File: config.mk
export PLATFORM = sky130hd
export DESIGN_NAME = hs3d_front
export DESIGN_NICKNAME = d
export VERILOG_FILES = /design/src/hs3d_pkg.sv /design/src/hs3d_front.sv
export SDC_FILE = /design/constraint.sdc
export NUM_CORES = 1
export LEC_CHECK = 0
export ABC_CLOCK_PERIOD_IN_PS = 11000
export BUFFER_PORTS_ARGS = -buffer_cell sky130_fd_sc_hd__buf_2
export CORE_MARGIN = 2
export CORE_UTILIZATION = 55
export DETAILED_ROUTE_END_ITERATION = 8
export PLACE_DENSITY = 0.91
export SYNTH_ARGS = -nofsm -noshare
export SYNTH_HDL_FRONTEND = slang
export SYNTH_SLANG_ARGS = --single-unit
File: constraint.sdc
create_clock -name clk -period 11 [get_ports clk]
set_input_delay 1.65 -clock clk [delete_from_list [all_inputs] [get_ports clk]]
set_output_delay 1.65 -clock clk [all_outputs]
set_load 0.02 [all_outputs]
File: src/hs3d_pkg.sv
package hs3d_pkg;

  // Grid limits and the shape of one plane store address.
  localparam int MAX_X      = 64;
  localparam int MAX_Y      = 64;
  localparam int MAX_Z      = 4096;
  localparam int X_BITS     = $clog2(MAX_X);
  localparam int Y_BITS     = $clog2(MAX_Y);
  localparam int Z_BITS     = $clog2(MAX_Z);
  localparam int ADDR_BITS  = 1 + Y_BITS + X_BITS;
  localparam int TEMP_BITS  = 16;
  localparam int QUEUE_DEPTH = 4;
  localparam int OUT_DEPTH   = 8;

  // Configuration register indexes.
  localparam logic [2:0] REG_SIZE_X = 3'd0;
  localparam logic [2:0] REG_SIZE_Y = 3'd1;
  localparam logic [2:0] REG_SIZE_Z = 3'd2;
  localparam logic [2:0] REG_HOT_X  = 3'd3;
  localparam logic [2:0] REG_HOT_Y  = 3'd4;
  localparam logic [2:0] REG_HOT_Z  = 3'd5;
  localparam logic [2:0] REG_COEFF  = 3'd6;

  // Item modes.
  localparam logic MODE_CELL  = 1'b0;
  localparam logic MODE_DRAIN = 1'b1;

  typedef struct packed {
    logic        mode;
    logic [15:0] temp_in;
  } item_t;

  typedef struct packed {
    logic [15:0] temp_out;
    logic        last;
  } result_t;

  typedef struct packed {
    logic [6:0]  size_x;
    logic [6:0]  size_y;
    logic [12:0] size_z;
    logic [5:0]  hot_x;
    logic [5:0]  hot_y;
    logic [11:0] hot_z;
    logic [15:0] diffusion_coeff;
  } cfg_t;

  // One unit of work passed from the front to the back.
  typedef struct packed {
    logic                 wr_en;
    logic                 has_result;
    logic                 cslot;
    logic [Y_BITS-1:0]    y;
    logic [X_BITS-1:0]    x;
    logic                 has_l;
    logic                 has_r;
    logic                 has_u;
    logic                 has_d;
    logic                 has_h;
    logic                 has_lower;
    logic                 is_source;
    logic                 last;
    logic [TEMP_BITS-1:0] lower;
  } job_t;

endpackage

File: src/hs3d_front.sv
module hs3d_front (
  input  logic            clk,
  input  logic            rst,
  input  logic            restart,
  input  hs3d_pkg::cfg_t  cfg,
  input  logic            accept,
  input  hs3d_pkg::item_t item,
  output logic            enq,
  output hs3d_pkg::job_t  job
);
  import hs3d_pkg::*;

  logic [X_BITS-1:0] in_x;
  logic [Y_BITS-1:0] in_y;
  logic [Z_BITS-1:0] in_z;
  logic              flushing;

  logic [X_BITS:0]   sx;
  logic [Y_BITS:0]   sy;
  logic [Z_BITS:0]   sz;
  logic [Z_BITS-1:0] z_last;
  logic [Z_BITS-1:0] z_cell;
  logic              x_end;
  logic              y_end;
  logic              z_end;
  logic              is_drain;
  logic              take_cell;
  logic              take_drain;

  // Effective grid size: zero counts as one, large values clip to the maximum.
  always_comb begin
    if (cfg.size_x == '0) begin
      sx = (X_BITS+1)'(1);
    end else if (cfg.size_x > 7'(MAX_X)) begin
      sx = (X_BITS+1)'(MAX_X);
    end else begin
      sx = (X_BITS+1)'(cfg.size_x);
    end
    if (cfg.size_y == '0) begin
      sy = (Y_BITS+1)'(1);
    end else if (cfg.size_y > 7'(MAX_Y)) begin
      sy = (Y_BITS+1)'(MAX_Y);
    end else begin
      sy = (Y_BITS+1)'(cfg.size_y);
    end
    if (cfg.size_z == '0) begin
      sz = (Z_BITS+1)'(1);
    end else if (cfg.size_z > 13'(MAX_Z)) begin
      sz = (Z_BITS+1)'(MAX_Z);
    end else begin
      sz = (Z_BITS+1)'(cfg.size_z);
    end
  end

  assign z_last = Z_BITS'(sz - 1'b1);
  assign z_cell = in_z - 1'b1;
  assign x_end  = ({1'b0, in_x} + 1'b1 == sx);
  assign y_end  = ({1'b0, in_y} + 1'b1 == sy);
  assign z_end  = ({1'b0, in_z} + 1'b1 == sz);

  assign is_drain   = (item.mode == MODE_DRAIN);
  assign take_cell  = accept && !is_drain && !flushing;
  assign take_drain = accept && is_drain && flushing;
  assign enq        = take_cell || take_drain;

  // Classify the item: a cell item is a store write and an optional cell update, a drain item a cell update only.
  always_comb begin
    job.y     = in_y;
    job.x     = in_x;
    job.has_l = (in_x != '0);
    job.has_r = !x_end;
    job.has_u = (in_y != '0);
    job.has_d = !y_end;
    job.lower = item.temp_in;
    if (is_drain) begin
      job.wr_en      = 1'b0;
      job.has_result = 1'b1;
      job.cslot      = z_last[0];
      job.has_h      = (z_last != '0);
      job.has_lower  = 1'b0;
      job.is_source  = (in_x == cfg.hot_x) && (in_y == cfg.hot_y) &&
                       (z_last == cfg.hot_z);
      job.last       = x_end && y_end;
    end else begin
      job.wr_en      = 1'b1;
      job.has_result = (in_z != '0);
      job.cslot      = ~in_z[0];
      job.has_h      = (in_z > Z_BITS'(1));
      job.has_lower  = 1'b1;
      job.is_source  = (in_x == cfg.hot_x) && (in_y == cfg.hot_y) &&
                       (z_cell == cfg.hot_z);
      job.last       = 1'b0;
    end
  end

  // Raster position of the next cell, reused as the drain position while flushing.
  always_ff @(posedge clk) begin
    if (rst || restart) begin
      in_x     <= '0;
      in_y     <= '0;
      in_z     <= '0;
      flushing <= 1'b0;
    end else if (take_cell || take_drain) begin
      if (x_end) begin
        in_x <= '0;
        if (y_end) begin
          in_y <= '0;
          if (take_drain) begin
            flushing <= 1'b0;
          end else if (z_end) begin
            in_z     <= '0;
            flushing <= 1'b1;
          end else begin
            in_z <= in_z + 1'b1;
          end
        end else begin
          in_y <= in_y + 1'b1;
        end
      end else begin
        in_x <= in_x + 1'b1;
      end
    end
  end

endmodule

==> results.py, run 1 <==
metrics = {
    "status": {
        "outcome": "finished, final reports clean",
    },
    "floorplan": {
        "fp-row-count": 28,
        "placeable_core_area_sq_mm": 0.005956,
        "die_area_sq_mm": 0.006835,
        "ioPinCount": 128,
        "start_util_pct": 57.16,
        "die_x_um": 82.68,
        "die_height_um": 82.68,
    },
    "synthesis": {
        "synth_fp_nets": 572,
        "syn-instance-count": 475,
        "synth_seq_area_share_pct": 14.70,
        "synth.ff_latch_count": 25,
        "synth-edff-count": 0,
        "synth_top_area_share_pct": 14.70,
        "synthesis.area_per_instance_sq_um": 7.167,
        "synth_warnings": 0,
        "ys_async_sr_fraction_pct": 0,
        "post_synth_top_area_cell": "dfxtp_1",
        "postSynth.topFlopCell": "dfxtp_1",
        "yosys-top-cells-area": "dfxtp_1 15%, xnor2_1 12%, xor2_1 5.4%",
        "synth.cell_area_sq_mm": 0.003405,
        "netlist-cell-type-count": 65,
    },
    "route": {
        "remaining_drc_errors": 0,
        "ant_nets": 0,
        "detail_route.vias_per_cell": 6.141,
        "detailroute.via_count": 3574,
        "detail_route.wirelength_mm": 8.834,
        "post_drt_wl_per_cell_um": 15.18,
        "drt_iter0_markers": 208,
        "first_pass_iters": 5,
    },
    "global_routing": {
        "grt_antenna_before_repair": 0,
        "grt_pass1_vias": 3101,
        "pin_count_of_the_biggest_net_entering_global_routing": 29,
        "grt_overflow_total": 0,
        "track_usage_pct": 25.20,
        "wire_length_of_the_first_global_routing_pass_mm": 13.81,
    },
    "critical_path": {
        "critPathRequiredTime_ns": 9.35,
        "critical_path_peak_fanout": 6,
        "critical_path.max_stage_delay_ns": 0.58,
        "timing.critical_path.slowest_stage_cell": "nor4_2",
        "timing.setup.critical_path_class": "in -> out",
        "crit_path_end_kind": "primary output",
        "critical_path.startpoint_type": "primary input",
        "cp_data_arrival_time_ns": 4.86,
        "crit_path_cell_trace": "buf_2, nor4_2, a41oi_2, ha_1, mux2i_1, xor2_1, nor4_1, o211ai_1, a2111oi_0, nand3_1, nor4_1, buf_2",
    },
    "clocking": {
        "cts_root_buffer": "clkbuf_8",
        "clkLatencyLatePin_ns": 0.27,
        "postCtsHoldBufs": 0,
        "clock-sinks": 25,
        "numCtsBuffers": 3,
        "clock_tree.buffer_depth": 2,
        "post-cts-setup-buffers": 0,
        "clock_pin_slew_worst_setup_and_hold_paths_ns": 0.09,
        "postCtsResizedCells": 0,
        "clock_tree_from_tritoncts": "built",
        "cts-htree-levels": 1,
    },
    "sta": {
        "period_share_pct": 59.14,
        "skew_ns": 0.003469,
        "setup_violators_final": 0,
        "max-slew-margin-rel_pct": 35.07,
        "fmaxAchievable_mhz": 153.7,
        "worst-slew-pin-transition_ns": 0.9694,
        "final_hold_viol_count": 0,
        "report.final.slew_viol_count": 0,
        "period_minus_slack_ns": 6.506,
        "timing.hold.ws_ns": 0.5476,
        "grt_setup_unrepaired": "false",
        "finalSetupTns_ns": 0,
    },
    "flow_run": {
        "drv_cap": 0,
    },
    "cells_and_area": {
        "layout_common_cells": "79 x buf_2, 45 x xnor2_1, 44 x nor2_1, 36 x nand2_1, 25 x dfxtp_1",
        "synthToLayoutAreaGrowth_pct": 7.755,
        "final.fill_count": 535,
        "layout.core_utilization_pct": 61.60,
        "layout.cells.most_common": "buf_2",
        "diodes": 0,
        "design.final.nets": 605,
        "drive_gt1_share_pct": 18.93,
        "fin_area_sq_mm": 0.003669,
    },
    "power": {
        "power-per-cell-area_mw_per_mm2": 57.39,
        "leakagePower_nw": 1.466,
        "worst_vdd_drop_v": 0.00006058,
    },
    "place": {
        "postPlaceCellArea_sq_mm": 0.003620,
        "dp_hpwl_mm": 7.001,
        "gpl.final_weighted_congestion": 0.9262,
        "number_of_buffers_added_on_ports": 79,
    },
    "hold_path": {
        "hold_class": "reg -> reg",
    },
}
[cells in the mapped netlist, types with 12 or more instances]
| master | number |
|---|---|
| inv_1 | 16 |
| xor2_1 | 21 |
| nand2b_1 | 12 |
| clkbuf_1 | 21 |
| nand3_1 | 16 |
| a21oi_1 | 18 |
| o21ai_0 | 22 |
| nor2_1 | 44 |
| dfxtp_1 | 25 |
| xnor2_1 | 45 |
| nor4_1 | 14 |
| buf_4 | 17 |
| nor3_1 | 22 |
| nand2_1 | 36 |
[flip-flops by register name (all words and copies together) (netlist names)]
register / cells
in_y: 6
flushing: 1
in_z: 12
in_x: 6
[cells by family after synthesis]
logic type	Yosys count	share of synthesized area [%]
mux	8	2.352
fa+ha+maj	9	3.308
simple gates	195	30.72
buf+inv	68	9.923
xor+xnor	68	18.12
compound gates	102	20.88
flops	25	14.70
[power breakdown]
group	total, mW	switching, mW	internal (mW)
Combinational	0.0640	0.0370	0.0270
Sequential	0.0910	0.000410	0.0906
Clock	0.0555	0.0298	0.0257
[layout make-up]
class	instances	area, sq um	area share [%]
Clock inverter	1	7.507	0.2046
Clock buffer	3	41.29	1.126
Tap cell	75	93.84	2.558
Inverter	17	63.81	1.739
Sequential cell	25	500.5	13.64
Timing Repair Buffer	79	395.4	10.78
Multi-Input combinational cell	382	2566	69.95
[worst max-delay path, delay by kind of cell]
family          cells  cell delay, ns
compound gates      3            0.86
buf+inv             2            0.35
mux                 1            0.33
xor+xnor            1            0.12
fa+ha+maj           1            0.36
simple gates        4            1.20
[routing by layer]
layer	routed length [um]	vias up	global-route usage, %
met5	0	-	0
met4	104	0	5.082
met3	742	14	4.348
met2	4362	154	46.37
met1	3625	1663	30.62
li1	-	1743	-
[worst paths after layout]
kind	from	endpoint	slack (ns)	depth (start not counted)
hold / removal	flushing	flushing	0.55	2
setup / recovery	cfg[46]	job[17]	4.49	12
hold reg to reg	flushing	flushing	0.55	2
setup reg to reg	in_z[0]	in_z[7]	7.73	9
[per-stage QoR]
stage                     cells  setup slack, ns  total power [mW]
after detailed placement    578            4.531            0.1566
after floorplan             475            4.739            0.1424
final                       582            4.494            0.2105
after global placement      578            4.479            0.1548
after CTS                   582            4.540            0.2111
after global routing        582            4.192            0.2221
No activity file was read; power rests on OpenSTA's default activity.
==> run 2, diff against run 1 <==
--- a/config.mk
+++ b/config.mk
@@ -5,12 +5,12 @@
 export SDC_FILE = /design/constraint.sdc
 export NUM_CORES = 1
 export LEC_CHECK = 0
-export ABC_CLOCK_PERIOD_IN_PS = 11000
+export ABC_CLOCK_PERIOD_IN_PS = 5700
 export BUFFER_PORTS_ARGS = -buffer_cell sky130_fd_sc_hd__buf_2
 export CORE_MARGIN = 2
-export CORE_UTILIZATION = 55
+export CORE_UTILIZATION = 46
 export DETAILED_ROUTE_END_ITERATION = 8
-export PLACE_DENSITY = 0.91
+export PLACE_DENSITY = 0.82
 export SYNTH_ARGS = -nofsm -noshare
 export SYNTH_HDL_FRONTEND = slang
 export SYNTH_SLANG_ARGS = --single-unit
==> constraint.sdc (replaced) <==
create_clock -name clk -period 5.7 [get_ports clk]
set_input_delay 0.855 -clock clk [delete_from_list [all_inputs] [get_ports clk]]
set_output_delay 0.855 -clock clk [all_outputs]
set_load 0.02 [all_outputs]
==> results.py, run 2 (synthesis results as in run 1) <==
metrics = {
    "status": {
        "outcome": "finished, final reports clean",
    },
    "sta": {
        "setup_violators_final": 0,
        "skew_ns": 0.003415,
        "fmaxAchievable_mhz": 205.5,
        "period_minus_slack_ns": 4.865,
        "final_hold_viol_count": 0,
        "finalSetupTns_ns": 0,
        "post-route-worst-setup-slack_ns": 0.8346,
        "period_share_pct": 85.36,
        "timing.hold.ws_ns": 0.5403,
        "max-slew-margin-rel_pct": 36.31,
        "worst-slew-pin-transition_ns": 0.9509,
        "grt_setup_unrepaired": "false",
        "report.final.slew_viol_count": 0,
    },
    "cells_and_area": {
        "sequential_cell_area_sq_um": 500.5,
        "design.final.nets": 607,
        "layout.cells.most_common": "buf_2",
        "reg.largest.list": "in_z: 12 flops, in_x: 6 flops, in_y: 6 flops",
        "post_layout_nonfiller_instances": 608,
        "layout_common_cells": "79 x buf_2, 45 x xnor2_1, 44 x nor2_1, 36 x nand2_1, 25 x dfxtp_1",
        "drive_gt1_share_pct": 19.25,
        "register_with_the_most_flip_flops": "in_z",
        "final.fill_count": 714,
        "diodes": 0,
        "synthToLayoutAreaGrowth_pct": 9.078,
        "multi_input_comb_area_sq_mm": 0.002566,
        "largest_register_ff_count": 12,
    },
    "floorplan": {
        "die_height_um": 90.03,
        "fp-row-count": 31,
        "die_area_sq_mm": 0.008105,
        "placeable_core_area_sq_mm": 0.007214,
        "die_x_um": 90.03,
        "ioPinCount": 128,
        "start_util_pct": 47.19,
    },
    "clocking": {
        "clock_pin_slew_worst_setup_and_hold_paths_ns": 0.09,
        "clock-sinks": 25,
        "numCtsBuffers": 3,
        "clkLatencyLatePin_ns": 0.27,
        "clock_tree_from_tritoncts": "built",
        "clock_tree.buffer_depth": 2,
        "postCtsHoldBufs": 0,
        "cts-htree-levels": 1,
        "cts_root_buffer": "clkbuf_8",
        "postCtsResizedCells": 0,
        "post-cts-setup-buffers": 0,
    },
    "route": {
        "detail_route.vias_per_cell": 5.822,
        "post_drt_wl_per_cell_um": 15.02,
        "met2RoutedLength_mm": 4.518,
        "ant_nets": 0,
        "remaining_drc_errors": 0,
        "detail_route.wirelength_mm": 9.135,
        "met3_length_um": 610,
        "detailroute.via_count": 3540,
        "topRoutingLayerUsed": "met4",
        "first_pass_iters": 8,
        "detail_route.wirelength.met1_mm": 3.954,
        "drt_iter0_markers": 234,
    },
    "power": {
        "power-per-cell-area_mw_per_mm2": 110.2,
        "worst_vdd_drop_v": 0.0001072,
        "leakagePower_nw": 1.477,
    },
    "place": {
        "dp_hpwl_mm": 7.116,
        "gpl.final_weighted_congestion": 0.9209,
        "dpl.cell_count": 604,
        "number_of_buffers_added_on_ports": 79,
        "placement.setup.worst_slack_ns": 0.8922,
    },
    "global_routing": {
        "grt_antenna_before_repair": 0,
        "wire_length_of_the_first_global_routing_pass_mm": 15.57,
        "grt_pass1_vias": 3301,
        "grt_overflow_total": 0,
        "pin_count_of_the_biggest_net_entering_global_routing": 29,
        "track_usage_pct": 22.19,
    },
    "critical_path": {
        "critical_path.startpoint_type": "primary input",
        "critical_path.max_stage_delay_ns": 0.51,
        "crit_path_end_kind": "primary output",
        "timing.critical_path.slowest_stage_cell": "nor3_1",
        "timing.setup.critical_path_class": "in -> out",
        "crit_path_cell_trace": "buf_2, nor3_1, a41oi_2, ha_1, mux2i_1, xor2_1, nor4_1, o211ai_1, a2111oi_0, nand3_1, nor4_1, buf_2",
        "critPathRequiredTime_ns": 4.85,
        "r2r_slack_ns": 2.42,
        "critical_path_peak_fanout": 9,
        "cp_data_arrival_time_ns": 4.01,
    },
    "hold_path": {
        "hold_class": "reg -> reg",
    },
    "flow_run": {
        "drv_cap": 0,
    },
}
[run 2: where the power goes]
| part | total, mW | leakage [nW] | switching (mW) | internal, mW |
|---|---|---|---|---|
| Sequential | 0.176 | 0.201 | 0.000807 | 0.175 |
| Combinational | 0.125 | 1.25 | 0.0724 | 0.0529 |
| Clock | 0.108 | 0.0217 | 0.0587 | 0.0495 |
| Total | 0.409 | 1.48 | 0.132 | 0.277 |
[run 2: final cells by class]
cell class	count	share of cell area, %
Timing Repair Buffer	81	11.05
Multi-Input combinational cell	382	69.10
Clock buffer	3	1.112
Clock inverter	1	0.2022
Tap cell	99	3.336
Sequential cell	25	13.48
Inverter	17	1.718
[run 2: stage by stage]
| stage | cell area (sq um) | utilization [%] | power (mW) |
|---|---|---|---|
| 3_5_place_dp | 3665 | 50.80 | 0.3034 |
| 3_3_place_gp | 3665 | 50.80 | 0.3006 |
| 2_1_floorplan | 3405 | - | 0.2748 |
| 4_1_cts | 3714 | 51.47 | 0.4110 |
| 6_report | 3714 | 51.47 | 0.4091 |
| 5_1_grt | 3714 | 51.47 | 0.4334 |
[run 2: layer usage]
metal  up-vias  GRT usage (%)
met2       139          38.41
met4         0          3.205
met1      1652          30.05
met3         9          2.934
met5         -              0
li1       1740              -
[run 2: path summary, 6_finish.rpt]
kind               to  cells after the start  startpoint
min reg2reg  flushing                      2    flushing
max reg2reg  in_z[10]                      9     in_z[0]
min          flushing                      2    flushing
max           job[17]                     12     cfg[43]
[run 2: worst max-delay path: cells and delay by family]
family                     cells  cell delay (ns)
AOI/OAI and AO/OA              3             0.81
xor gates and xnor gates       1             0.14
adders and majority gates      1             0.35
buffers and inverters          2             0.37
muxes                          1             0.29
and+or+nand+nor                4             1.19
