==> src/hs3d_pkg.sv <==
package hs3d_pkg;

  // Grid limits and the shape of one plane store address.
  localparam int MAX_X      = 64;
  localparam int MAX_Y      = 64;
  localparam int MAX_Z      = 4096;
  localparam int X_BITS     = $clog2(MAX_X);
  localparam int Y_BITS     = $clog2(MAX_Y);
  localparam int Z_BITS     = $clog2(MAX_Z);
  localparam int ADDR_BITS  = 1 + Y_BITS + X_BITS;
  localparam int TEMP_BITS  = 16;
  localparam int QUEUE_DEPTH = 4;
  localparam int OUT_DEPTH   = 8;

  // Configuration register indexes.
  localparam logic [2:0] REG_SIZE_X = 3'd0;
  localparam logic [2:0] REG_SIZE_Y = 3'd1;
  localparam logic [2:0] REG_SIZE_Z = 3'd2;
  localparam logic [2:0] REG_HOT_X  = 3'd3;
  localparam logic [2:0] REG_HOT_Y  = 3'd4;
  localparam logic [2:0] REG_HOT_Z  = 3'd5;
  localparam logic [2:0] REG_COEFF  = 3'd6;

  // Item modes.
  localparam logic MODE_CELL  = 1'b0;
  localparam logic MODE_DRAIN = 1'b1;

  typedef struct packed {
    logic        mode;
    logic [15:0] temp_in;
  } item_t;

  typedef struct packed {
    logic [15:0] temp_out;
    logic        last;
  } result_t;

  typedef struct packed {
    logic [6:0]  size_x;
    logic [6:0]  size_y;
    logic [12:0] size_z;
    logic [5:0]  hot_x;
    logic [5:0]  hot_y;
    logic [11:0] hot_z;
    logic [15:0] diffusion_coeff;
  } cfg_t;

  // One unit of work passed from the front to the back.
  typedef struct packed {
    logic                 wr_en;
    logic                 has_result;
    logic                 cslot;
    logic [Y_BITS-1:0]    y;
    logic [X_BITS-1:0]    x;
    logic                 has_l;
    logic                 has_r;
    logic                 has_u;
    logic                 has_d;
    logic                 has_h;
    logic                 has_lower;
    logic                 is_source;
    logic                 last;
    logic [TEMP_BITS-1:0] lower;
  } job_t;

endpackage

==> src/hs3d_queue.sv <==
module hs3d_queue (
  input  logic            clk,
  input  logic            rst,
  input  logic            enq,
  input  hs3d_pkg::job_t  enq_job,
  input  logic            deq,
  output logic            full,
  output logic            valid,
  output hs3d_pkg::job_t  head
);
  import hs3d_pkg::*;

  localparam int PTR_BITS = $clog2(QUEUE_DEPTH);

  job_t                entries [QUEUE_DEPTH];
  logic [PTR_BITS-1:0] wr_ptr;
  logic [PTR_BITS-1:0] rd_ptr;
  logic [PTR_BITS:0]   count;

  assign full  = (count == (PTR_BITS+1)'(QUEUE_DEPTH));
  assign valid = (count != '0);
  assign head  = entries[rd_ptr];

  // Pointers and fill level.
  always_ff @(posedge clk) begin
    if (rst) begin
      wr_ptr <= '0;
      rd_ptr <= '0;
      count  <= '0;
    end else begin
      if (enq) begin
        wr_ptr <= wr_ptr + 1'b1;
      end
      if (deq) begin
        rd_ptr <= rd_ptr + 1'b1;
      end
      if (enq && !deq) begin
        count <= count + 1'b1;
      end else if (!enq && deq) begin
        count <= count - 1'b1;
      end
    end
  end

  // Entry storage.
  always_ff @(posedge clk) begin
    if (enq) begin
      entries[wr_ptr] <= enq_job;
    end
  end

endmodule

==> config.mk <==
export PLATFORM = sky130hd
export DESIGN_NAME = hs3d_queue
export DESIGN_NICKNAME = d
export VERILOG_FILES = /design/src/hs3d_pkg.sv /design/src/hs3d_queue.sv
export SDC_FILE = /design/constraint.sdc
export NUM_CORES = 1
export LEC_CHECK = 0
export BUFFER_PORTS_ARGS = -buffer_cell sky130_fd_sc_hd__buf_2
export CORE_UTILIZATION = 45
export DETAILED_ROUTE_END_ITERATION = 8
export GPL_TIMING_DRIVEN = 0
export PLACE_DENSITY_LB_ADDON = 0.2
export SLEW_MARGIN = 20
export SYNTH_ARGS = -nofsm -noshare
export SYNTH_HDL_FRONTEND = slang
export SYNTH_SLANG_ARGS = --single-unit
==> constraint.sdc <==
create_clock -name clk -period 2.52 [get_ports clk]
set_clock_uncertainty 0.1 [all_clocks]
set_input_delay 0.504 -clock clk [delete_from_list [all_inputs] [get_ports clk]]
set_output_delay 0.504 -clock clk [all_outputs]
set_load 0.01 [all_outputs]
==> results of run 1 <==
[stage by stage]
stage | cells | cell area [um^2] | total power, mW | setup slack, ns | hold slack (ns)
global placement | 501 | 6670 | 3.83 | -0.393 | 0.388
global route | 535 | 7360 | 6.66 | 0.0320 | 0.184
CTS | 535 | 7350 | 6.50 | 0.00359 | 0.179
detailed placement | 504 | 6760 | 3.86 | 0.369 | 0.415
floorplan | 247 | 6050 | 3.60 | 0.532 | 0.361
finish | 535 | 7360 | 6.41 | 0.133 | 0.197
[per-layer routing]
layer | global-route usage [%] | vias to the layer above
li1 | - | 1244
met1 | 19.8 | 1366
met2 | 26.1 | 73
met3 | 4.55 | 12
met4 | 7.69 | 0
met5 | 0 | -
[synthesized netlist by cell type]
library cell  number  share of area [%]
mux2i_1            2               0.33
dfxtp_1            9                3.0
o21ai_0            1              0.083
nand2_1            1              0.062
buf_2              2               0.17
fa_1               1               0.33
xnor2_1            2               0.29
and2_1             4               0.41
ha_1               5                1.0
edfxtp_1         156                 77
nor3b_1            1               0.12
buf_4              2               0.25
mux4_2            39                 15
a21oi_1            1              0.083
nor2_1             7               0.43
buf_6              2               0.37
clkbuf_1           3               0.19
xor2_1             3               0.43
inv_1              4               0.25
or3_1              2               0.21
[kinds of logic (layout without fill, tap and decap cells)]
kind of cell | after synthesis | count (layout) | synth area share, %
simple gates | 15 | 15 | 1.24
mux | 41 | 41 | 14.9
compound gates | 2 | 2 | 0.165
buf+inv | 13 | 129 | 1.22
fa+ha+maj | 6 | 6 | 1.37
flops | 165 | 165 | 80.4
xor+xnor | 5 | 5 | 0.724
[flip-flops by register name, summed over array words and instances, names as in the netlist, named ones only]
| name | flops |
|---|---|
| entries | 156 |
| wr_ptr | 2 |
| rd_ptr | 2 |
| count | 3 |
[layout by cell type (no fill, tap or decap), types with 2 or more instances in the layout]
cell type / synthesis / final
edfxtp_1: 156 / 156
buf_2: 2 / 83
mux4_2: 39 / 39
clkbuf_16: 0 / 17
clkbuf_1: 3 / 9
dfxtp_1: 9 / 9
nor2_1: 7 / 7
ha_1: 5 / 5
inv_1: 4 / 4
bufinv_16: 0 / 4
buf_4: 2 / 3
and2_2: 0 / 3
xor2_1: 3 / 3
clkbuf_2: 0 / 2
or3_1: 2 / 2
xnor2_1: 2 / 2
mux2i_1: 2 / 2
clkbuf_8: 0 / 2
buf_16: 0 / 2
[power breakdown]
group | total, mW | leakage (nW) | internal [mW] | switching, mW
sequential | 3.18 | 1.51 | 3.15 | 0.0381
clock | 2.64 | 0.291 | 1.71 | 0.927
combinational | 0.594 | 0.735 | 0.285 | 0.309
total | 6.41 | 2.53 | 5.14 | 1.27
[path summary, 6_finish.rpt]
kind                                             start                        to  slack (ns)
worst max-delay path                              flop                  head[20]        0.13
worst min-delay path                       enq_job[24]  entries[1][24]$_DFFE_PP_        0.20
worst max register to register  wr_ptr[0]$_SDFFE_PP0P_   entries[2][4]$_DFFE_PP_        0.73
worst min register to register  rd_ptr[1]$_SDFFE_PP0P_                      flop        0.43
[worst register-to-register path: stages (launching register included)]
cell and delay, ns:
dfxtp_1 0.35, inv_1 0.10, ha_1 0.14, and2_2 0.56
buf_16 0.26
[final cells by class]
type | count | area (um^2) | share of cell area, %
Inverter | 4 | 15.0 | 0.204
Clock inverter | 5 | 124 | 1.68
Clock buffer | 27 | 483 | 6.57
Buffer | 8 | 52.6 | 0.714
Multi-Input combinational cell | 69 | 1120 | 15.2
Tap cell | 172 | 215 | 2.93
Sequential cell | 165 | 4860 | 66.1
Timing Repair Buffer | 85 | 485 | 6.60
[repair_timing]
item,in CTS,in global routing
setup endpoints to repair,11,10
resized for setup,2,2
hold buffers,0,0
==> impl_results.rst, run 1 <==
.. list-table::
   :header-rows: 1

   * - Metric
     - Value
   * - Outcome
     - finished clean
   * - Number of standard cells after synthesis
     - approximately 250
   * - Number of synthesized register bits
     - 165
   * - Number of antenna violations at the first check in global routing
     - 0
   * - Tot GR Track Use
     - 16.0%
   * - RSZ-0062 raised after global routing
     - no
   * - CTS Sinks
     - 165
   * - Number of global-route vias before repair
     - around 2900
   * - Remaining DRCs
     - 0
   * - Post-Syn Area per Cell
     - about 24 um^2
   * - Largest vdd supply drop
     - 398 uV
   * - Max-slew headroom
     - 57.4%
   * - Global route overflow
     - 0
   * - Post-synthesis cell area
     - 0.00605 mm^2
   * - Post-detailed-route via-to-cell ratio
     - 5.04
   * - Final Setup Violations
     - 0
   * - Port Buffers
     - 82
   * - Crit-path slowest cell
     - mux4_2
   * - Full die area
     - 0.0139 mm^2
   * - M1 WL
     - about 4300 um
   * - Pwr/cell area
     - approximately 870 mW/mm^2
   * - Root Buffer
     - clkbuf_16
   * - Syn nets
     - 296
   * - Kind of launch point of the worst setup path
     - flop
   * - Largest net degree at the start of global routing
     - 40
   * - Cell depth of the worst min-delay path
     - 1
   * - Via count
     - ~2700
   * - Category of the worst setup path capture point
     - output port
   * - Final Core Density
     - a little under three fifths
   * - Top routing layer used
     - met4
   * - Clock Pin Slew Worst Setup and Hold Paths
     - 0.06 ns
   * - Top cell family by delay on the critical path
     - multiplexers
   * - Transition time of the tightest slew-check pin
     - 0.639 ns
   * - Synth Warn #
     - 0
   * - Std-Cell Core Area
     - 0.0129 mm^2
   * - Starting density of the core
     - 47.0%
   * - Filler instances
     - 996
   * - Sum of met2 wire segment lengths after detailed routing
     - 4960 um
   * - Worst Path Max Fanout
     - 19
   * - Maximum cell stage delay along the critical path
     - 0.55 ns
   * - Clock buffers created by TritonCTS
     - 17
   * - FF-to-FF path depth
     - 4
   * - Global-route wire length before repair
     - 15800 um
   * - Final antenna diode count
     - 0
   * - Total negative slack
     - 0 ns
   * - Layout area overhead
     - 21.6%
   * - CTS H-tree lvls
     - 4
   * - Number of nets still failing antenna checks after routing
     - 0
   * - Wire per inst
     - 18.5 um
   * - Crit path depth
     - 3
   * - Startpoint-to-endpoint class of the critical path
     - reg2out
   * - TritonRoute pass-1 iters
     - 5
   * - Wire length after detailed routing
     - 9920 um
   * - Die Wd
     - ~120 um
   * - Hold Crit Class
     - in2reg
   * - Critical Path AT
     - 1.78 ns
   * - Final critical-path share of the clock period
     - 94.7%
   * - Count of max-cap constraint violations
     - 0
   * - Post-route minimum period
     - ~2.4 ns
   * - Detailed-placement wirelength estimate
     - 5910 um
   * - # rows
     - 41
   * - Detailed Route Iter0 Violations
     - ~240
   * - I/O pin count
     - 84
   * - Post-synth cell types
     - 20
   * - Final hold viol count
     - 0
   * - Setup bufs post-CTS
     - 0
   * - Maximum clock frequency
     - 0.419 GHz
   * - Maximum clock insertion buffer count
     - 2
   * - Pleak
     - 2.53 nW
   * - Layout Nets
     - 399
   * - Worst path required time
     - 1.92 ns
   * - TritonCTS clock tree
     - yes
   * - Share of final-layout standard cells stronger than drive strength 1
     - a little over two fifths
   * - Clock network latency to the later pin of the worst-skew pair
     - 0.41 ns
   * - Met3 wirelength from detailed routing
     - 443 um
   * - Floorplan die height
     - about 120 um
   * - Share of synthesized area occupied by flip-flops and latches
     - 80.4%
   * - Final estimated routing congestion in global placement
     - 0.619
   * - Buffer and inverter count on the worst path
     - 2
   * - Cell-by-cell listing of the critical path
     - buf_6, mux4_2, buf_2
   * - Max-slew violation total from the final report
     - 0
(Power assumes the default switching activity.)
==> run 2, diff against run 1 <==
==> constraint.sdc (replaced) <==
create_clock -name clk -period 2.4 [get_ports clk]
set_clock_uncertainty 0.1 [all_clocks]
set_input_delay 0 -clock clk [delete_from_list [all_inputs] [get_ports clk]]
set_output_delay 0 -clock clk [all_outputs]
set_load 0.01 [all_outputs]
==> run 2 against run 1 <==
Compared with the run above:
- register-to-register slack got worse by 0.13 ns
- critical endpoint unchanged
- total power increased by 5.9%
- sequential cell count unchanged
- count of clock-buffer cells in the layout unchanged
- worst setup slack improved by 0.29 ns
- core utilization increased by 3.4 points
==> impl_results.rst, run 2 (synthesis gave the netlist of run 1 again) <==
.. list-table::
   :header-rows: 1

   * - Metric
     - Value
   * - Register with the highest flop count
     - entries (unchanged)
   * - Biggest regs
     - entries: 156 flops, count: 3 flops (unchanged)
   * - Final estimated routing congestion in global placement
     - 0.619 (unchanged)
   * - Layout Nets
     - 443 (was 399)
   * - Wire per inst
     - 17.7 um (was 18.5 um)
   * - Post-cts repair resize count
     - 0 (was 2)
   * - Non-Filler Cell Area, Final
     - 0.00779 mm^2 (was 0.00736 mm^2)
   * - Category of the worst setup path capture point
     - output port (unchanged)
   * - Maximum clock insertion buffer count
     - 2 (unchanged)
   * - Layout area overhead
     - 28.8% (was 21.6%)
   * - Worst path required time
     - 2.30 ns (was 1.92 ns)
   * - Cell-by-cell listing of the critical path
     - buf_6, buf_6, mux4_2, buf_2 (was buf_6, mux4_2, buf_2)
   * - RSZ-0062 raised after global routing
     - no (unchanged)
   * - Post-route minimum period
     - 1.97 ns
   * - Maximum clock frequency
     - approximately 0.51 GHz
   * - Filler instances
     - 967 (was 996)
   * - Post-detailed-route via-to-cell ratio
     - 4.96 (was 5.04)
   * - Final hold viol count
     - 0 (unchanged)
   * - Detailed-placement wirelength estimate
     - 5910 um (unchanged)
   * - Total negative slack
     - 0 ns (unchanged)
   * - Number of nets still failing antenna checks after routing
     - 0 (unchanged)
   * - Count of placed standard cells in the final layout, fillers left out
     - 579 (was 535)
   * - Cell seen most often among critical-path stages
     - buf_6
   * - Floorplan die height
     - 118 um (unchanged)
   * - Clock buffers created by TritonCTS
     - 17 (unchanged)
   * - Tot GR Track Use
     - 16.4% (was 16.0%)
   * - Global-route wire length before repair
     - 16400 um (was 15800 um)
   * - Share of final-layout standard cells stronger than drive strength 1
     - 38.6% (was 43.5%)
   * - Critical Path AT
     - 1.87 ns (was 1.78 ns)
   * - Setup bufs post-CTS
     - 0 (unchanged)
   * - Wire length after detailed routing
     - 10200 um (was 9920 um)
   * - Final antenna diode count
     - 0 (unchanged)
   * - Die Wd
     - 118 um (unchanged)
   * - Remaining DRCs
     - 0 (unchanged)
   * - Via count
     - 2871 (was 2695)
   * - Largest vdd supply drop
     - 415 uV (was 398 uV)
   * - Count of max-cap constraint violations
     - 0 (unchanged)
   * - Maximum cell stage delay along the critical path
     - 0.53 ns (was 0.55 ns)
   * - Starting density of the core
     - 47.0% (unchanged)
   * - Number of flip-flops under the largest register name
     - 156 (unchanged)
   * - Max-slew headroom
     - 54.6% (was 57.4%)
   * - Crit-path slowest cell
     - mux4_2 (unchanged)
   * - Global route overflow
     - 0 (unchanged)
   * - Number of antenna violations at the first check in global routing
     - 0 (unchanged)
   * - Commonest non-fill, non-tap cell in the layout
     - edfxtp_1 (unchanged)
   * - Final Setup Violations
     - 0 (unchanged)
   * - Std-Cell Core Area
     - 0.0129 mm^2 (unchanged)
   * - Cell count after placement
     - 504 (unchanged)
   * - Largest net degree at the start of global routing
     - 40 (unchanged)
   * - Full die area
     - 0.0139 mm^2 (unchanged)
   * - Number of global-route vias before repair
     - 3116 (was 2923)
   * - Pleak
     - 2.71 nW (was 2.53 nW)
   * - Pwr/cell area
     - 872 mW/mm^2 (about the same)
   * - Post-placement cell area
     - 0.00676 mm^2 (unchanged)
   * - Clock Pin Slew Worst Setup and Hold Paths
     - 0.06 ns (about the same)
   * - TritonCTS clock tree
     - yes (unchanged)
   * - Clock network latency to the later pin of the worst-skew pair
     - 0.41 ns (about the same)
   * - CTS H-tree lvls
     - 4 (unchanged)
   * - Transition time of the tightest slew-check pin
     - 0.682 ns (was 0.639 ns)
   * - Port Buffers
     - 82 (unchanged)
   * - Detailed Route Iter0 Violations
     - 221 (was 239)
   * - Root Buffer
     - clkbuf_16 (unchanged)
   * - Worst setup slack before clock tree synthesis
     - 0.575 ns (was 0.369 ns)
   * - Leading cell types in the layout, fill and taps excluded
     - edfxtp_1, buf_2, dlygate4sd3_1 (was edfxtp_1, buf_2, mux4_2)
   * - # rows
     - 41 (unchanged)
   * - Worst setup slack after layout
     - 0.427 ns (was 0.133 ns)
   * - Kind of launch point of the worst setup path
     - flop (unchanged)
   * - Final critical-path share of the clock period
     - 82.2%
   * - Startpoint-to-endpoint class of the critical path
     - reg2out (unchanged)
   * - I/O pin count
     - 84 (unchanged)
   * - Hold Crit Class
     - in2reg (unchanged)
   * - Outcome
     - finished clean (unchanged)
   * - Worst Path Max Fanout
     - 10 (was 19)
   * - Max-slew violation total from the final report
     - 0 (unchanged)
   * - CTS Sinks
     - 165 (unchanged)
   * - TritonRoute pass-1 iters
     - 4 (was 5)
[run 2: cell count changes in the layout (fill, tap and decap cells not counted), sizes merged]
cell and delta:
dlygate4sd3 +43, buf +1
[run 2: critical path: cells and delay by family (launching register included)]
kind,cells,cell delay [ns]
multiplexers,1,0.53
buffers and inverters,3,0.57
flip-flops,1,0.37
[run 2: what timing repair did]
| item | 4_1_cts | 5_1_grt |
|---|---|---|
| endpoints found under the hold margin | 165 | 0 |
| hold buffers | 43 | 0 |
| endpoints found under the setup margin | 0 | 0 |
[run 2: per-stage QoR]
step	total power, mW	utilization [%]	hold slack, ns
after floorplan	3.78	-	-0.00113
after global placement	4.02	51.8	0.111
after detailed placement	4.05	52.5	0.116
after CTS	6.88	60.5	0.219
after global routing	7.06	60.5	0.236
final	6.80	60.5	0.235
[run 2: routing by layer]
metal / global-route usage, % / wire [um] / vias up / share of wire, %
met5: 0 / 0 / - / 0
met4: 7.69 / 172 / 0 / 1.7
met3: 4.17 / 447 / 11 / 4.4
met2: 26.8 / 5050 / 80 / 49
met1: 20.7 / 4550 / 1451 / 45
li1: - / - / 1329 / -
[run 2: power breakdown]
| group | internal [mW] | switching [mW] |
|---|---|---|
| Clock | 1.80 | 0.972 |
| Sequential | 3.30 | 0.0401 |
| Combinational | 0.348 | 0.336 |
| Total | 5.45 | 1.35 |
[run 2: layout make-up]
class                      instances  area (um^2)  area share [%]
multi-input combinational         69         1120            14.3
sequential                       165         4860            62.4
tap                              172          215            2.76
timing repair buffer             128          916            11.8
buffer                             9         58.8           0.755
inverter                           4         15.0           0.193
clock buffer                      27          483            6.20
clock inverter                     5          124            1.59
[run 2: path summary, 6_finish.rpt]
kind | startpoint | end | slack, ns | depth (start not counted)
setup / recovery | flop | head[20] | 0.43 | 4
hold / removal | enq_job[4] | entries[3][4]$_DFFE_PP_ | 0.23 | 2
setup reg to reg | wr_ptr[0]$_SDFFE_PP0P_ | entries[2][33]$_DFFE_PP_ | 0.60 | 4
hold reg to reg | rd_ptr[1]$_SDFFE_PP0P_ | flop | 0.42 | 2
==> run 3, diff against run 2 <==
Clock period 2.4 ns to 1.9 ns, I/O delays scaled along.
==> run 3 against run 2 <==
Compared with the run above:
- worst setup slack worse by 0.35 ns
- cell count is 0.17% lower
- total power is 17% higher
- via count is 0.21% lower
- sequential share of layout area is 1.0 points higher
- first-iteration DRC count is 21% lower
- non-clock buffer count is 1 lower
- global-route usage is 0.42 points lower
- routed wire length is 0.58% lower
- sequential cell count stayed put
- critical path type unchanged
- largest cell class unchanged
==> impl_results.rst, run 3 (synthesis gave the netlist of run 1 again) <==
.. list-table::
   :header-rows: 1

   * - Metric
     - Value
   * - Cell-by-cell listing of the critical path
     - buf_8, buf_12, mux4_2, buf_2 (was buf_6, buf_6, mux4_2, buf_2)
   * - Detailed-placement wirelength estimate
     - 5740 um (was 5910 um)
   * - Final estimated routing congestion in global placement
     - 0.690 (was 0.619)
   * - Global-route wire length before repair
     - 15900 um (was 16400 um)
   * - Worst path required time
     - 1.80 ns (was 2.30 ns)
   * - Largest net degree at the start of global routing
     - 40 (unchanged)
   * - Number of global-route vias before repair
     - 3001 (was 3116)
   * - Biggest regs
     - entries: 156 flops, count: 3 flops (unchanged)
   * - Final hold viol count
     - 0 (unchanged)
   * - Final Core Density
     - 59.6% (was 60.5%)
   * - CTS Sinks
     - 165 (unchanged)
   * - # rows
     - 41 (unchanged)
   * - Filler instances
     - 993 (was 967)
   * - Layout area overhead
     - 26.8% (was 28.8%)
   * - Multi-input gate area
     - 0.00112 mm^2 (about the same)
   * - Register with the highest flop count
     - entries (unchanged)
   * - Die Wd
     - 118 um (unchanged)
   * - Root Buffer
     - clkbuf_16 (unchanged)
   * - Wire per inst
     - 17.6 um (was 17.7 um)
   * - Crit-path slowest cell
     - mux4_2 (unchanged)
   * - Layout Nets
     - 442 (was 443)
   * - Worst Path Max Fanout
     - 10 (unchanged)
   * - I/O pin count
     - 84 (unchanged)
   * - Worst setup slack after layout
     - 0.0745 ns (was 0.427 ns)
   * - Worst setup slack before clock tree synthesis
     - -0.0938 ns (was 0.575 ns)
   * - Share of final-layout standard cells stronger than drive strength 1
     - 38.7% (was 38.6%)
   * - Final Setup Violations
     - 0 (unchanged)
   * - Leading cell types in the layout, fill and taps excluded
     - edfxtp_1, buf_2, dlygate4sd3_1 (unchanged)
   * - Post-route minimum period
     - 1.83 ns
   * - Std-Cell Core Area
     - 0.0129 mm^2 (unchanged)
   * - Detailed Route Iter0 Violations
     - 175 (was 221)
   * - Outcome
     - finished clean (unchanged)
   * - Post-detailed-route via-to-cell ratio
     - 4.96 (about the same)
   * - Maximum clock insertion buffer count
     - 2 (unchanged)
   * - Startpoint-to-endpoint class of the critical path
     - reg2out (unchanged)
   * - Commonest non-fill, non-tap cell in the layout
     - edfxtp_1 (unchanged)
   * - Buffer and inverter count on the worst path
     - 3 (unchanged)
   * - Floorplan die height
     - 118 um (unchanged)
   * - Area taken by flip-flops and latches
     - 0.00487 mm^2 (was 0.00486 mm^2)
   * - Maximum clock frequency
     - 0.548 GHz
   * - Transition time of the tightest slew-check pin
     - 0.621 ns (was 0.682 ns)
   * - Kind of launch point of the worst setup path
     - flop (unchanged)
   * - Pleak
     - 2.66 nW (was 2.71 nW)
   * - Pwr/cell area
     - 1040 mW/mm^2 (was 872 mW/mm^2)
   * - Max-slew violation total from the final report
     - 0 (unchanged)
   * - Top cell family by delay on the critical path
     - multiplexers (was buffers and inverters)
   * - Max-slew headroom
     - 58.6% (was 54.6%)
   * - Count of max-cap constraint violations
     - 0 (unchanged)
   * - Final antenna diode count
     - 0 (unchanged)
   * - Number of flip-flops under the largest register name
     - 156 (unchanged)
   * - Clock Pin Slew Worst Setup and Hold Paths
     - 0.06 ns (about the same)
   * - Global route overflow
     - 0 (unchanged)
   * - Clock buffers created by TritonCTS
     - 17 (unchanged)
   * - Category of the worst setup path capture point
     - output port (unchanged)
   * - Clock network latency to the later pin of the worst-skew pair
     - 0.41 ns (about the same)
   * - Starting density of the core
     - 47.0% (unchanged)
   * - Final critical-path share of the clock period
     - approximately 96%
   * - Tot GR Track Use
     - 16.0% (was 16.4%)
   * - Largest vdd supply drop
     - 597 uV (was 415 uV)
   * - Via count
     - 2865 (was 2871)
   * - RSZ-0062 raised after global routing
     - no (unchanged)
   * - TritonCTS clock tree
     - yes (unchanged)
   * - Critical Path AT
     - 1.73 ns (was 1.87 ns)
   * - Full die area
     - 0.0139 mm^2 (unchanged)
   * - Hold Crit Class
     - in2reg (unchanged)
   * - Number of antenna violations at the first check in global routing
     - 0 (unchanged)
   * - Remaining DRCs
     - 0 (unchanged)
   * - TritonRoute pass-1 iters
     - 4 (unchanged)
   * - Number of nets still failing antenna checks after routing
     - 0 (unchanged)
   * - Wire length after detailed routing
     - 10200 um (about the same)
   * - Maximum cell stage delay along the critical path
     - 0.52 ns (was 0.53 ns)
   * - Port Buffers
     - 82 (unchanged)
   * - CTS H-tree lvls
     - 4 (unchanged)
==> run 3: cell types whose count changed in the layout (fill, tap and decap cells not counted), sizes merged <==
| cell | change |
|---|---|
| buf | -1 |
| bufinv | -4 |
| clkbuf | -3 |
| clkinv | +7 |
==> run 3: final timing paths <==
path | from | end | slack [ns] | cells after the start
worst min register to register | count[2]$_SDFFE_PP0P_ | count[2]$_SDFFE_PP0P_ | 0.41 | 2
worst max register to register | wr_ptr[0]$_SDFFE_PP0P_ | entries[0][23]$_DFFE_PP_ | 0.16 | 4
worst min-delay path | enq_job[33] | entries[2][33]$_DFFE_PP_ | 0.24 | 2
worst max-delay path | flop | head[17] | 0.07 | 4
==> run 3: report_power, final <==
part | total, mW | leakage, nW | internal [mW] | switching (mW)
sequential | 4.23 | 1.51 | 4.17 | 0.0524
combinational | 0.877 | 0.915 | 0.453 | 0.425
clock | 2.86 | 0.240 | 1.64 | 1.22
==> run 3: timing repair <==
item / 4_1_cts / 5_1_grt
endpoints found under the setup margin: 108 / 5
resized for setup: 10 / 2
buffers inserted: 1 / 0
endpoints found under the hold margin: 165 / 0
gates cloned: 0 / 0
hold buffers: 43 / 0
==> run 3: per-layer routing <==
metal	up-vias	global-route usage [%]	wire length (um)
met2	80	26.3	5150
met5	-	0	0
met4	0	8.09	187
li1	1328	-	-
met3	15	4.70	431
met1	1442	19.3	4390
==> run 3: area by class of cell <==
class                      count  share of cell area [%]
clock inverter                 8                   0.457
tap                          172                    2.81
clock buffer                  24                    5.89
sequential                   165                    63.5
multi-input combinational     69                    14.6
timing repair buffer         127                    11.5
inverter                       4                   0.196
buffer                         9                    1.13
==> run 3: per-stage QoR <==
stage	cells	cell area, um^2	TNS [ns]	hold WS [ns]	total power, mW
2_1_floorplan	247	6050	0	-0.00113	4.77
3_3_place_gp	501	6680	-12.44	0.112	5.07
3_5_place_dp	502	6700	-6.35	0.115	5.11
4_1_cts	578	7660	0	0.212	8.06
5_1_grt	578	7670	0	0.227	8.27
6_report	578	7670	0	0.237	7.96
